==> config.mk <==
export PLATFORM = sky130hd
export DESIGN_NAME = sdbv_ctrl
export DESIGN_NICKNAME = d
export VERILOG_FILES = /design/src/rtl/sdbv_pkg.sv /design/src/rtl/sdbv_ctrl.sv
export SDC_FILE = /design/constraint.sdc
export NUM_CORES = 1
export LEC_CHECK = 0
export BUFFER_PORTS_ARGS = -buffer_cell sky130_fd_sc_hd__buf_2
export CELL_PAD_IN_SITES_DETAIL_PLACEMENT = 1
export CELL_PAD_IN_SITES_GLOBAL_PLACEMENT = 2
export CORE_ASPECT_RATIO = 0.8
export CORE_MARGIN = 2
export CORE_UTILIZATION = 26
export DETAILED_ROUTE_END_ITERATION = 10
export PLACE_DENSITY_LB_ADDON = 0.1
export SLEW_MARGIN = 20
export SYNTH_ARGS = -nofsm -noshare
export SYNTH_HDL_FRONTEND = slang
export SYNTH_SLANG_ARGS = --single-unit
==> constraint.sdc <==
create_clock -name i_clk -period 2.4 [get_ports i_clk]
set_input_delay 0.48 -clock i_clk [delete_from_list [all_inputs] [get_ports i_clk]]
set_output_delay 0.48 -clock i_clk [all_outputs]
set_load 0.1 [all_outputs]
==> src/rtl/sdbv_pkg.sv <==
// Shared types, codes and constants of the steepest-descent basin value block.
`default_nettype none
package sdbv_pkg;

    localparam int DEF_MAX_ROWS = 256;
    localparam int DEF_MAX_COLS = 256;

    localparam int VAL_W     = 32;
    localparam int POS_W     = 8;
    localparam int DIM_W     = 9;
    localparam int CFG_IDX_W = 8;

    localparam logic             CMD_LOAD  = 1'b0;
    localparam logic             CMD_QUERY = 1'b1;

    localparam logic [CFG_IDX_W-1:0] REG_GRID_ROWS = 8'd0;
    localparam logic [CFG_IDX_W-1:0] REG_GRID_COLS = 8'd1;

    localparam logic [DIM_W-1:0] RST_GRID_DIM = 9'd256;

    // Neighbor order N, S, W, E, NW, NE, SW, SE.
    localparam logic signed [1:0] STEP_DR [8] = '{-2'sd1, 2'sd1, 2'sd0, 2'sd0,
                                                  -2'sd1, -2'sd1, 2'sd1, 2'sd1};
    localparam logic signed [1:0] STEP_DC [8] = '{2'sd0, 2'sd0, -2'sd1, 2'sd1,
                                                  -2'sd1, 2'sd1, -2'sd1, 2'sd1};

    typedef struct packed {
        logic load_wr;
        logic query_start;
        logic center_rd;
        logic center_latch;
        logic scan_issue;
        logic step_apply;
        logic out_load;
    } t_cmd;

    typedef struct packed {
        logic bad;
        logic scan_last;
        logic moved;
        logic out_busy;
    } t_sts;

endpackage
`default_nettype wire

==> src/rtl/sdbv_ctrl.sv <==
// Controller state machine sequencing loads and descent walks.
`default_nettype none
module sdbv_ctrl
    import sdbv_pkg::*;
(
    input  wire logic i_clk,
    input  wire logic i_rst_n,
    input  wire logic i_in_valid,
    input  wire logic i_in_cmd,
    output logic      o_in_ready,
    input  wire t_sts i_sts,
    output t_cmd      o_cmd
);

    typedef enum logic [6:0] {
        S_IDLE  = 7'b0000001,
        S_CHECK = 7'b0000010,
        S_CWAIT = 7'b0000100,
        S_SCAN  = 7'b0001000,
        S_DRAIN = 7'b0010000,
        S_STEP  = 7'b0100000,
        S_DONE  = 7'b1000000
    } t_state;

    t_state r_state;
    t_state n_state;

    always_comb begin
        n_state    = r_state;
        o_cmd      = '0;
        o_in_ready = 1'b0;
        unique case (r_state)
            S_IDLE: begin
                o_in_ready = 1'b1;
                if (i_in_valid) begin
                    if (i_in_cmd == CMD_LOAD) begin
                        o_cmd.load_wr = 1'b1;
                    end else begin
                        o_cmd.query_start = 1'b1;
                        n_state           = S_CHECK;
                    end
                end
            end
            S_CHECK: begin
                if (i_sts.bad) begin
                    n_state = S_DONE;
                end else begin
                    o_cmd.center_rd = 1'b1;
                    n_state         = S_CWAIT;
                end
            end
            S_CWAIT: begin
                o_cmd.center_latch = 1'b1;
                n_state            = S_SCAN;
            end
            S_SCAN: begin
                o_cmd.scan_issue = 1'b1;
                if (i_sts.scan_last) begin
                    n_state = S_DRAIN;
                end
            end
            S_DRAIN: begin
                // last neighbor compares this cycle
                n_state = S_STEP;
            end
            S_STEP: begin
                if (i_sts.moved) begin
                    o_cmd.step_apply = 1'b1;
                    n_state          = S_SCAN;
                end else begin
                    n_state = S_DONE;
                end
            end
            S_DONE: begin
                // hold until the output register is free
                if (!i_sts.out_busy) begin
                    o_cmd.out_load = 1'b1;
                    n_state        = S_IDLE;
                end
            end
            default: begin
                n_state = S_IDLE;
            end
        endcase
    end

    always_ff @(posedge i_clk) begin
        if (!i_rst_n) begin
            r_state <= S_IDLE;
        end else begin
            r_state <= n_state;
        end
    end

endmodule
`default_nettype wire

==> results.json <==
{
  "routed.top_layer": "met4",
  "vias_per_cell": 5.00,
  "grt_pass1_wl_mm": 2.51,
  "drive_gt1_share_pct": 47.7,
  "crit_type": "flip-flop to output pin",
  "dr_wl_met3_microns": 37,
  "hold-worst-slack_ps": 440,
  "rows": 14,
  "preCtsSetupSlack_ps": 126,
  "grt_pass1_vias": 527,
  "synth_nets": 73,
  "grt_max_degree": 10,
  "clock-skew-final_ps": 5.79,
  "synth_area_per_cell_sq_um": 7.80,
  "rr_startpoint": "r_state[0]",
  "outcome": "finished with violations",
  "hold_viol": 0,
  "layout_min_cycle_time_ps": 2420,
  "cts.reportedPaths.clkPinSlew_ps": 60,
  "fin_crit_sh_pct": 101,
  "n_antenna_cell": 0,
  "fillers": 236,
  "reg.largest.list": "r_state: 7 flops",
  "r2r-end": "r_state[6]",
  "hold_depth": 2,
  "ys_seq_area_share_pct": 27.7,
  "setup_viol_count_final": 1,
  "pwr_density_cell_nw_per_um2": 963,
  "fin_setup_tns_ps": -20.4,
  "cts.sinks": 7,
  "floorplan.initialDensity_pct": 27.3,
  "die_w_microns": 53.4,
  "netlist_instances": 65,
  "core_area_sq_um": 1860,
  "cts_hold_buf": 0,
  "gp_congestion": 0.760,
  "vdd_drop_max_v": 0.000964,
  "violations": "negative setup slack",
  "numCtsBuffers": 3,
  "grt_usage_pct": 15.8,
  "fin_cells": 110,
  "drt_iter0_drc": 4,
  "tightestPinTransition_ps": 485,
  "port_buffers": 15,
  "clk_latency_ps": 260,
  "setup_ws_ps": -20.4,
  "post-route-util_pct": 42.2,
  "die_area_sq_um": 2320,
  "die-height_microns": 43.5,
  "critPathArrivalTime_ps": 1940,
  "cts_root_buf": "clkbuf_4",
  "hold_class": "input pin to flip-flop",
  "slew_headroom_pct": 67.9,
  "cts_tree": "done",
  "wl_met1_microns": 780,
  "wl_mm": 1.51,
  "power_leakage_nw": 0.310,
  "htreeDepth": 1,
  "boundaryPins": 16,
  "cts_buffer_depth": 2,
  "place_hpwl_mm": 1.13,
  "registers.top_by_ff_count": "r_state",
  "reg2reg_slack_ps": 600,
  "fin_nets": 95,
  "rsz0062_at_grt": "true",
  "dr.pass1.iters": 3,
  "yosys_warnings": 0,
  "syn_area_sq_um": 507,
  "drc_errors": 0,
  "syn_to_final_growth_pct": 54.6,
  "wl_met2_microns": 648,
  "antenna_found_initial": 0,
  "synth-seq-cells": 7,
  "largest_register_ffs": 7,
  "whs_endpoint": "r_state[2]",
  "drtAntennaViolNets": 0,
  "hp-start": "i_sts[3]",
  "cap_violations": 0,
  "grt_overflow": 0,
  "synth_cell_types": 29,
  "endpoint_kind": "output pin",
  "cp-start-kind": "flip-flop",
  "required_ps": 1920,
  "wl_per_cell_microns": 13.8,
  "via_count": 550,
  "placedCellCount": 104,
  "cp_max_fo": 2,
  "rr_worst_depth": 5,
  "slew_viol_final": 0,
  "fmax_mhz": 413
}
## Yosys cell counts
| cell type | count | area (sq um) |
|---|---|---|
| nand3b_1 | 2 | 15.0 |
| nor4b_1 | 5 | 43.8 |
| nor3_2 | 1 | 10.0 |
| dfxtp_1 | 7 | 140 |
| or4b_4 | 1 | 13.8 |
| o21a_1 | 1 | 7.51 |
| buf_6 | 1 | 11.3 |
| o21ai_0 | 1 | 5.00 |
| nand3_1 | 4 | 20.0 |
| and2_1 | 1 | 6.26 |
| or3b_2 | 1 | 8.76 |
| clkbuf_1 | 4 | 15.0 |
| nor2b_1 | 1 | 6.26 |
| nor3_1 | 5 | 25.0 |
| nand2_1 | 5 | 18.8 |
| a21oi_1 | 1 | 5.00 |
| xor2_1 | 2 | 17.5 |
| nor2_2 | 1 | 6.26 |
| and3b_2 | 1 | 10.0 |
| a31oi_1 | 2 | 12.5 |
| a311oi_1 | 1 | 8.76 |
| o211ai_1 | 2 | 15.0 |
| mux2i_1 | 1 | 10.0 |
| and3_1 | 1 | 6.26 |
| inv_1 | 4 | 15.0 |
| o32a_2 | 1 | 11.3 |
| nor2_1 | 6 | 22.5 |
| or4_4 | 1 | 11.3 |
| and4_1 | 1 | 8.76 |
## metal layers
metal	global-route usage, %	vias to the layer above
met5	0	-
met4	12.3	0
met3	2.41	5
met2	20.7	9
met1	22.6	258
li1	-	278
## area by class of cell
class | count | area, sq um | share of cell area, %
Clock buffer | 3 | 22.5 | 2.88
Tap cell | 24 | 30.0 | 3.83
Multi-Input combinational cell | 49 | 379 | 48.4
Inverter | 4 | 15.0 | 1.92
Sequential cell | 7 | 141 | 18.1
Timing Repair Buffer | 22 | 190 | 24.3
Clock inverter | 1 | 5.00 | 0.639
## cells in the final DEF, fill, tap and decap left out, types with 2 or more instances in the layout
cell type,n
o211ai_1,2
clkbuf_4,4
nor2_1,4
inv_1,4
nand2_1,5
nand3b_1,2
nor3_1,4
xor2_1,2
buf_2,10
buf_4,7
nor4b_1,3
nor3_2,2
nand3_1,4
nor2_4,2
dfxtp_1,6
a31oi_1,2
nor4b_4,2
buf_12,4
## power breakdown
part           switching (mW)  leakage [nW]  internal, mW
clock                  0.0528        0.0177        0.0614
combinational           0.318         0.236         0.162
sequential             0.0240        0.0566         0.136
total                   0.395         0.310         0.359
## per-stage QoR
stage          power (mW)  instance area, sq um
2_1_floorplan       0.513                   562
3_3_place_gp        0.626                   737
3_5_place_dp        0.627                   737
4_1_cts             0.757                   779
5_1_grt             0.797                   783
6_report            0.754                   783
## worst max path at each step
| stage | end | slack, ps | depth (start not counted) | start |
|---|---|---|---|---|
| 6_report | o_cmd[4] | -20 | 4 | r_state[0] |
| 5_1_grt | o_cmd[4] | -60 | 4 | r_state[0] |
| 4_1_cts | o_cmd[4] | -30 | 4 | r_state[0] |
| 3_5_place_dp | o_cmd[4] | 130 | 4 | r_state[3] |
| 3_3_place_gp | o_cmd[4] | 140 | 4 | r_state[3] |
| 2_1_floorplan | o_cmd[3] | -130 | 3 | r_state[6] |
## cells by family after synthesis
kind of cell,after synthesis,share of synthesized area [%]
multiplexers,1,1.98
buffers and inverters,9,8.15
AND/OR/NAND/NOR,37,45.9
XOR/XNOR,2,3.46
AO/OA/AOI/OAI,9,12.8
flip-flops,7,27.7
## what timing repair did
item | 4_1_cts | 5_1_grt
gates resized for setup | 0 | 2
pin swaps | 3 | 0
buffers inserted | 2 | 0
setup endpoints to repair | 1 | 2
gates cloned | 0 | 0
## critical path, cell delays in order, from the launching register on
cell and delay (ps):
dfxtp_2 320, or4_4 540, or4b_4 520, nor2_4 120, buf_12 180
(Power assumes the default switching activity.)
